<file path="config.mk">
export PLATFORM = sky130hd
export DESIGN_NAME = nested_list_syntax_checker_unit
export DESIGN_NICKNAME = d
export VERILOG_FILES = /design/src/rtl/core/nlsc_pkg.sv /design/src/rtl/core/nlsc_classify.sv /design/src/rtl/core/nlsc_tracker.sv /design/src/rtl/core/nested_list_syntax_checker_unit.sv
export SDC_FILE = /design/constraint.sdc
export NUM_CORES = 1
export LEC_CHECK = 0
export ABC_AREA = 1
export BUFFER_PORTS_ARGS = -buffer_cell sky130_fd_sc_hd__buf_2
export CORE_ASPECT_RATIO = 0.6
export CORE_MARGIN = 1.5
export CORE_UTILIZATION = 65
export DETAILED_ROUTE_END_ITERATION = 10
export HOLD_SLACK_MARGIN = 0.06
export PLACE_DENSITY = 0.85
export SLEW_MARGIN = 20
export SYNTH_ARGS = -nofsm -noshare
export SYNTH_HDL_FRONTEND = slang
export SYNTH_SLANG_ARGS = --single-unit
</file>
<file path="constraint.sdc">
create_clock -name clock -period 6.2 [get_ports clock]
set_input_delay 0.31 -clock clock [delete_from_list [all_inputs] [get_ports clock]]
set_output_delay 0.31 -clock clock [all_outputs]
set_load 0.01 [all_outputs]
</file>
<file path="src/rtl/core/nlsc_pkg.sv">
// package: types, codes and character tables of the nested list syntax checker
`timescale 1ns / 1ps

package nlsc_pkg;

   localparam int DEPTH_BITS_DEFAULT = 8;
   localparam int CHAR_WIDTH = 8;

   typedef enum logic [2:0] {
      KIND_NONE   = 3'd0,
      KIND_PAREN  = 3'd1,
      KIND_SQUARE = 3'd2,
      KIND_CURLY  = 3'd3,
      KIND_ANGLE  = 3'd4
   } kind_type;

   typedef enum logic [1:0] {
      SEP_OPEN  = 2'd0,
      SEP_COMMA = 2'd1,
      SEP_CLOSE = 2'd2
   } sep_type;

   typedef enum logic [1:0] {
      CLS_OTHER = 2'd0,
      CLS_OPEN  = 2'd1,
      CLS_COMMA = 2'd2,
      CLS_CLOSE = 2'd3
   } cls_type;

   localparam logic [CHAR_WIDTH-1:0] CHAR_COMMA = 8'h2c;

   typedef struct packed {
      logic     is_open;
      logic     is_close;
      logic     is_comma;
      logic     is_entry;
      kind_type start_kind;
   } char_class_type;

   function automatic logic [CHAR_WIDTH-1:0] open_of(input kind_type kind);
      logic [CHAR_WIDTH-1:0] c;
      case (kind)
         KIND_PAREN:  c = 8'h28;
         KIND_SQUARE: c = 8'h5b;
         KIND_CURLY:  c = 8'h7b;
         KIND_ANGLE:  c = 8'h3c;
         default:     c = 8'h00;
      endcase
      return c;
   endfunction

   function automatic logic [CHAR_WIDTH-1:0] close_of(input kind_type kind);
      logic [CHAR_WIDTH-1:0] c;
      case (kind)
         KIND_PAREN:  c = 8'h29;
         KIND_SQUARE: c = 8'h5d;
         KIND_CURLY:  c = 8'h7d;
         KIND_ANGLE:  c = 8'h3e;
         default:     c = 8'h00;
      endcase
      return c;
   endfunction

   // letters, digits and _.-!@#$%^&*+=?
   function automatic logic is_entry_char(input logic [CHAR_WIDTH-1:0] c);
      return c inside {[8'h61:8'h7a], [8'h41:8'h5a], [8'h30:8'h39],
                       8'h5f, 8'h2e, 8'h2d, 8'h21, 8'h40, 8'h23, 8'h24,
                       8'h25, 8'h5e, 8'h26, 8'h2a, 8'h2b, 8'h3d, 8'h3f};
   endfunction

endpackage

</file>
<file path="src/rtl/core/nlsc_classify.sv">
// character classifier: brackets of the chosen kind, comma, entry characters, start kind of any opening bracket
`timescale 1ns / 1ps

module nlsc_classify
   import nlsc_pkg::*;
(
   input  logic [CHAR_WIDTH-1:0] char_code,
   input  kind_type              kind,
   output char_class_type        char_class
);

   logic has_kind;

   assign has_kind = (kind != KIND_NONE);

   always_comb begin
      char_class.is_open  = has_kind && (char_code == open_of(kind));
      char_class.is_close = has_kind && (char_code == close_of(kind));
      char_class.is_comma = (char_code == CHAR_COMMA);
      char_class.is_entry = is_entry_char(char_code);
      case (char_code)
         open_of(KIND_PAREN):  char_class.start_kind = KIND_PAREN;
         open_of(KIND_SQUARE): char_class.start_kind = KIND_SQUARE;
         open_of(KIND_CURLY):  char_class.start_kind = KIND_CURLY;
         open_of(KIND_ANGLE):  char_class.start_kind = KIND_ANGLE;
         default:              char_class.start_kind = KIND_NONE;
      endcase
   end

endmodule

</file>
<file path="src/rtl/core/nlsc_tracker.sv">
// syntax state: separator rules, depth counter and end-of-string verdict
`timescale 1ns / 1ps

module nlsc_tracker
   import nlsc_pkg::*;
#(
   parameter int DEPTH_BITS = DEPTH_BITS_DEFAULT
) (
   input  logic                  clock,
   input  logic                  reset,
   input  logic                  step,
   input  logic [CHAR_WIDTH-1:0] char_code,
   input  logic                  is_last,
   output logic                  list_ok,
   output logic                  depth_overflow
);

   localparam logic [DEPTH_BITS-1:0] MAX_DEPTH = {DEPTH_BITS{1'b1}};

   kind_type              kind_ff, kind_in;
   logic [1:0]            seen_ff, seen_in;
   sep_type               sep_ff, sep_in;
   logic                  gap_ff, gap_in;
   cls_type               prev_ff, prev_in;
   logic [DEPTH_BITS-1:0] depth_ff, depth_in;
   logic                  failed_ff, failed_in;
   logic                  ovf_ff, ovf_in;
   cls_type               cls;
   char_class_type        cc;

   nlsc_classify u_classify (
      .char_code  (char_code),
      .kind       (kind_ff),
      .char_class (cc)
   );

   always_comb begin
      kind_in   = kind_ff;
      sep_in    = sep_ff;
      gap_in    = gap_ff;
      depth_in  = depth_ff;
      failed_in = failed_ff;
      ovf_in    = ovf_ff;
      cls       = CLS_OTHER;
      if (seen_ff == 2'd0) begin
         kind_in = cc.start_kind;
         if (cc.start_kind == KIND_NONE) begin
            failed_in = 1'b1;
         end else begin
            cls      = CLS_OPEN;
            depth_in = DEPTH_BITS'(1);
         end
         sep_in = SEP_OPEN;
         gap_in = 1'b1;
      end else if (cc.is_open || cc.is_close || cc.is_comma) begin
         if ((cc.is_comma || cc.is_close) && gap_ff &&
             (sep_ff == SEP_OPEN || sep_ff == SEP_COMMA)) begin
            failed_in = 1'b1;
         end
         if (cc.is_open && prev_ff != CLS_COMMA && prev_ff != CLS_OPEN) begin
            failed_in = 1'b1;
         end
         if (cc.is_open) begin
            if (depth_ff == MAX_DEPTH) begin
               ovf_in = 1'b1;
            end else begin
               depth_in = depth_ff + DEPTH_BITS'(1);
            end
            cls    = CLS_OPEN;
            sep_in = SEP_OPEN;
         end else if (cc.is_close) begin
            if (depth_ff == '0) begin
               failed_in = 1'b1;
            end else begin
               depth_in = depth_ff - DEPTH_BITS'(1);
            end
            cls    = CLS_CLOSE;
            sep_in = SEP_CLOSE;
         end else begin
            cls    = CLS_COMMA;
            sep_in = SEP_COMMA;
         end
         gap_in = 1'b1;
      end else begin
         if (!cc.is_entry) begin
            failed_in = 1'b1;
         end
         gap_in = 1'b0;
      end
      prev_in = cls;
      seen_in = (seen_ff == 2'd2) ? seen_ff : seen_ff + 2'd1;

      list_ok = !failed_in && !ovf_in && (seen_in == 2'd2) &&
                (cls == CLS_CLOSE) && (depth_in == '0);
      depth_overflow = ovf_in;

      // string done, start over
      if (is_last) begin
         kind_in   = KIND_NONE;
         seen_in   = 2'd0;
         sep_in    = SEP_OPEN;
         gap_in    = 1'b1;
         prev_in   = CLS_OTHER;
         depth_in  = '0;
         failed_in = 1'b0;
         ovf_in    = 1'b0;
      end
   end

   always_ff @(posedge clock) begin
      if (reset) begin
         kind_ff   <= KIND_NONE;
         seen_ff   <= 2'd0;
         sep_ff    <= SEP_OPEN;
         gap_ff    <= 1'b1;
         prev_ff   <= CLS_OTHER;
         depth_ff  <= '0;
         failed_ff <= 1'b0;
         ovf_ff    <= 1'b0;
      end else if (step) begin
         kind_ff   <= kind_in;
         seen_ff   <= seen_in;
         sep_ff    <= sep_in;
         gap_ff    <= gap_in;
         prev_ff   <= prev_in;
         depth_ff  <= depth_in;
         failed_ff <= failed_in;
         ovf_ff    <= ovf_in;
      end
   end

endmodule

</file>
<file path="src/rtl/core/nested_list_syntax_checker_unit.sv">
// top level: input register, syntax tracker and result register
//
//  channel | direction | signals                                   | moves
//  req     | in        | req_valid req_ready req_char_code req_is_last | one character
//  rsp     | out       | rsp_valid rsp_ready rsp_list_ok rsp_depth_overflow | verdict per string
//
// one character per cycle while no last character is held back by a full result register;
// a character waits in the input register, and its verdict, if it is the last one,
// is loaded into the result register when that character steps the tracker
// synchronous active-high reset clears the pipeline valids and the syntax state
// a held response stalls only a last character; others keep flowing
`timescale 1ns / 1ps

module nested_list_syntax_checker_unit
   import nlsc_pkg::*;
#(
   parameter int DEPTH_BITS = DEPTH_BITS_DEFAULT
) (
   input  logic                  clock,
   input  logic                  reset,
   input  logic                  req_valid,
   output logic                  req_ready,
   input  logic [CHAR_WIDTH-1:0] req_char_code,
   input  logic                  req_is_last,
   output logic                  rsp_valid,
   input  logic                  rsp_ready,
   output logic                  rsp_list_ok,
   output logic                  rsp_depth_overflow
);

   logic                  in_valid_ff, in_valid_in;
   logic [CHAR_WIDTH-1:0] in_char_ff;
   logic                  in_last_ff;
   logic                  out_valid_ff, out_valid_in;
   logic                  out_ok_ff;
   logic                  out_ovf_ff;
   logic                  out_free;
   logic                  step;
   logic                  ok;
   logic                  ovf;

   assign out_free  = !out_valid_ff || rsp_ready;
   assign step      = in_valid_ff && (!in_last_ff || out_free);
   assign req_ready = !in_valid_ff || step;

   assign in_valid_in  = req_valid || (in_valid_ff && !step);
   assign out_valid_in = (step && in_last_ff) || (out_valid_ff && !rsp_ready);

   nlsc_tracker #(
      .DEPTH_BITS (DEPTH_BITS)
   ) u_tracker (
      .clock          (clock),
      .reset          (reset),
      .step           (step),
      .char_code      (in_char_ff),
      .is_last        (in_last_ff),
      .list_ok        (ok),
      .depth_overflow (ovf)
   );

   always_ff @(posedge clock) begin
      if (reset) begin
         in_valid_ff  <= 1'b0;
         out_valid_ff <= 1'b0;
      end else begin
         if (req_ready) begin
            in_valid_ff <= in_valid_in;
         end
         out_valid_ff <= out_valid_in;
      end
   end

   always_ff @(posedge clock) begin
      if (req_valid && req_ready) begin
         in_char_ff <= req_char_code;
         in_last_ff <= req_is_last;
      end
      if (step && in_last_ff) begin
         out_ok_ff  <= ok;
         out_ovf_ff <= ovf;
      end
   end

   assign rsp_valid          = out_valid_ff;
   assign rsp_list_ok        = out_ok_ff;
   assign rsp_depth_overflow = out_ovf_ff;

endmodule
</file>
==> flow_summary.ini <==
[logic_synthesis]
syn_area_sq_um = 2510
synth_cell_types = 30
seq_area_frac_synth_pct = 29.9
ys_ff_latch = 32
syn_nets = 407
yosys_warnings = 0
syn_inst = 389
yosys.area.top_type = nand2_1
synth_common_cells = nand2_1, nand3_1, inv_1
async_flop_share_pct = 0
ys_top_cells_by_area = nand2_1, dfxtp_1, edfxtp_1
synth-edff-count = 11
yosys.area.top_type_share_pct = 18.4
postSynthAreaPerCell_sq_um = 6.45
synthFlopType = dfxtp_1
synth.most_common_cell = nand2_1

[cells_and_area]
drive_gt1_share_pct = 14.0
nFillCells = 299
stdcell_area_sq_um = 2730
syn_to_final_growth_pct = 8.78
nets = 424
antenna_cells = 0
finish.utilization_pct = 74.2
fin_cells = 454

[placed_design]
place_area_sq_um = 2620
dp_slack_ns = 3.88
place.gp.congestion = 0.995
place_hpwl_microns = 5070
port_buffers = 16
dp_cells = 446

[worst_setup_path]
required_ns = 6.26
cp_max_fo = 8
path_common_cell = nor2_1
slowest_stage = dfxtp_1
crit_path_end_kind = register
path_delay_family = simple AND/OR/NAND/NOR gates
cp_num_buf_inv = 0
critPathMaxStageDelay_ns = 0.50
path_class = reg2reg
cp_data_arrival_time_ns = 2.45
worstSetupStartpointType = register
path_cells = ha_1, nand2_1, nor3_1, nand3_1, nor2_1, nand3_1, nand2_1, nor2_1, nand2_1, nor2_1, nand3_1, nor2_1, nand4_1, nor2_1

[sta]
worst_slack_ns = 3.80
tns_ns = 0
setup_viol = 0
hold_viol = 0
drv_slew = 0
rsz0062_at_grt = no
fmax_mhz = 417
slew-limit-headroom_pct = 37.7
finalCritPeriodShare_pct = 38.7
min_period_ns = 2.40
tightestPinTransition_ns = 0.931
clock_skew_ns = 0.0115

[drt]
drcViolationCount = 0
via_per_inst = 5.83
drt-initial-drc-count = 309
wl_per_cell_microns = 14.4
vias = 2649
drt_wl_total_microns = 6530
firstDrtPassIters = 5
ant_nets = 0

[floorplan]
die_area_sq_um = 4250
num_rows = 17
initial_core_util_pct = 68.2
core_area_sq_um = 3680
die_x_microns = 83.2
die_h_microns = 51.1
io-pin-count = 17

[cts]
clockBufferDepth = 2
numClockSinks = 32
cts_tree = done
cts.repair.resized = 0
path_clk_slew_ns = 0.08
htreeDepth = 2
clkLatencyLatePin_ns = 0.30
cts_made_buffers = 5
post-cts-setup-buffers = 0
cts_root_buffer = clkbuf_8
cts_hold_buf = 0

[power_and_ir_drop]
ir_worst_vdd_mv = 0.174
pwr_density_cell_nw_per_um2 = 182
power_leakage_uw = 0.00129

[outcome]
status = complete, no violations

[grt]
grt_pass1_wl_microns = 10800
met3_usage_pct = 13.2
busiest_layer = met1
grt.total_usage_pct = 32.5
grt_use_met1_pct = 47.5
grt_pass1_vias = 2323
grt_antenna_before_repair = 0
met2_usage_pct = 44.4
grt_max_degree = 20
grt.overflow.total = 0

[worst_hold_path]
hold_path_class = in2reg

[job]
max_cap_viol_count = 0
where the power goes:
part / total, uW / internal (uW) / switching, uW
Combinational: 62.1 / 19.7 / 42.4
Sequential: 231 / 223 / 7.31
Clock: 203 / 119 / 83.8
sequential cells by signal, indices dropped and copies added, names as in the netlist:
name	count
in_char_ff	8
u_tracker.seen_ff	2
u_tracker.prev_ff	2
u_tracker.sep_ff	1
u_tracker.gap_ff	1
rsp_depth_overflow	1
in_last_ff	1
in_valid_ff	1
u_tracker.depth_ff	8
rsp_list_ok	1
rsp_valid	1
u_tracker.ovf_ff	1
u_tracker.kind_ff	3
u_tracker.failed_ff	1
worst register-to-register path, cell delays in order, from the launching register on:
cell     delay, ns
dfxtp_1       0.50
ha_1          0.23
nand2_1       0.09
nor3_1        0.31
nand3_1       0.22
nor2_1        0.14
nand3_1       0.14
nand2_1       0.14
nor2_1        0.05
nand2_1       0.05
nor2_1        0.04
nand3_1       0.09
nor2_1        0.05
nand4_1       0.07
nor2_1        0.05
stage by stage:
stage               total power [uW]  hold slack, ns
finish                           495           0.185
global route                     511           0.181
floorplan                        279           0.409
detailed placement               295           0.455
global placement                 294           0.449
CTS                              494           0.183
metal layers:
layer  vias up  wire, microns
met2       155           2450
met5         -              0
met4         0             62
met1      1172           3110
li1       1315              -
met3         7            908
cells in the final DEF, fill, tap and decap left out, drive strengths merged:
master	instances
a21oi	21
xor2	5
clkinv	2
o21ai	24
inv	47
o2111a	1
edfxtp	11
ha	5
o22ai	1
dfxtp	21
buf	16
o211ai	1
nor3	6
nor3b	1
nor2	38
o221ai	2
clkbuf	5
nand2	134
nand3	52
bufinv	1
nand4	12
clkinvlp	1
worst paths after layout:
check	from	to	slack [ns]	cells past startpoint
min reg2reg	u_tracker.seen_ff[1]	u_tracker.seen_ff[1]	0.47	2
max reg2reg	u_tracker.depth_ff[0]	rsp_list_ok	3.80	14
max	u_tracker.depth_ff[0]	rsp_list_ok	3.80	14
min	req_char_code[0]	in_char_ff[0]	0.19	1
logic make-up after synthesis:
kind of cell / after synthesis / share of synthesized area (%)
AOI/OAI and AO/OA: 50 / 11.0
xor gates and xnor gates: 5 / 1.75
adders and majority gates: 5 / 2.49
buffers and inverters: 54 / 8.38
DFF: 32 / 29.9
and+or+nand+nor: 243 / 46.5
final cells by class:
type                            instances  area, sq um  share of cell area, %
Clock buffer                            5         68.8                   2.52
Clock inverter                          3         42.5                   1.56
Inverter                               48          180                   6.60
Multi-Input combinational cell        303         1550                   56.7
Sequential cell                        32          751                   27.5
Tap cell                               47         58.8                   2.15
Timing Repair Buffer                   16         80.1                   2.93
(Power assumes the default switching activity.)
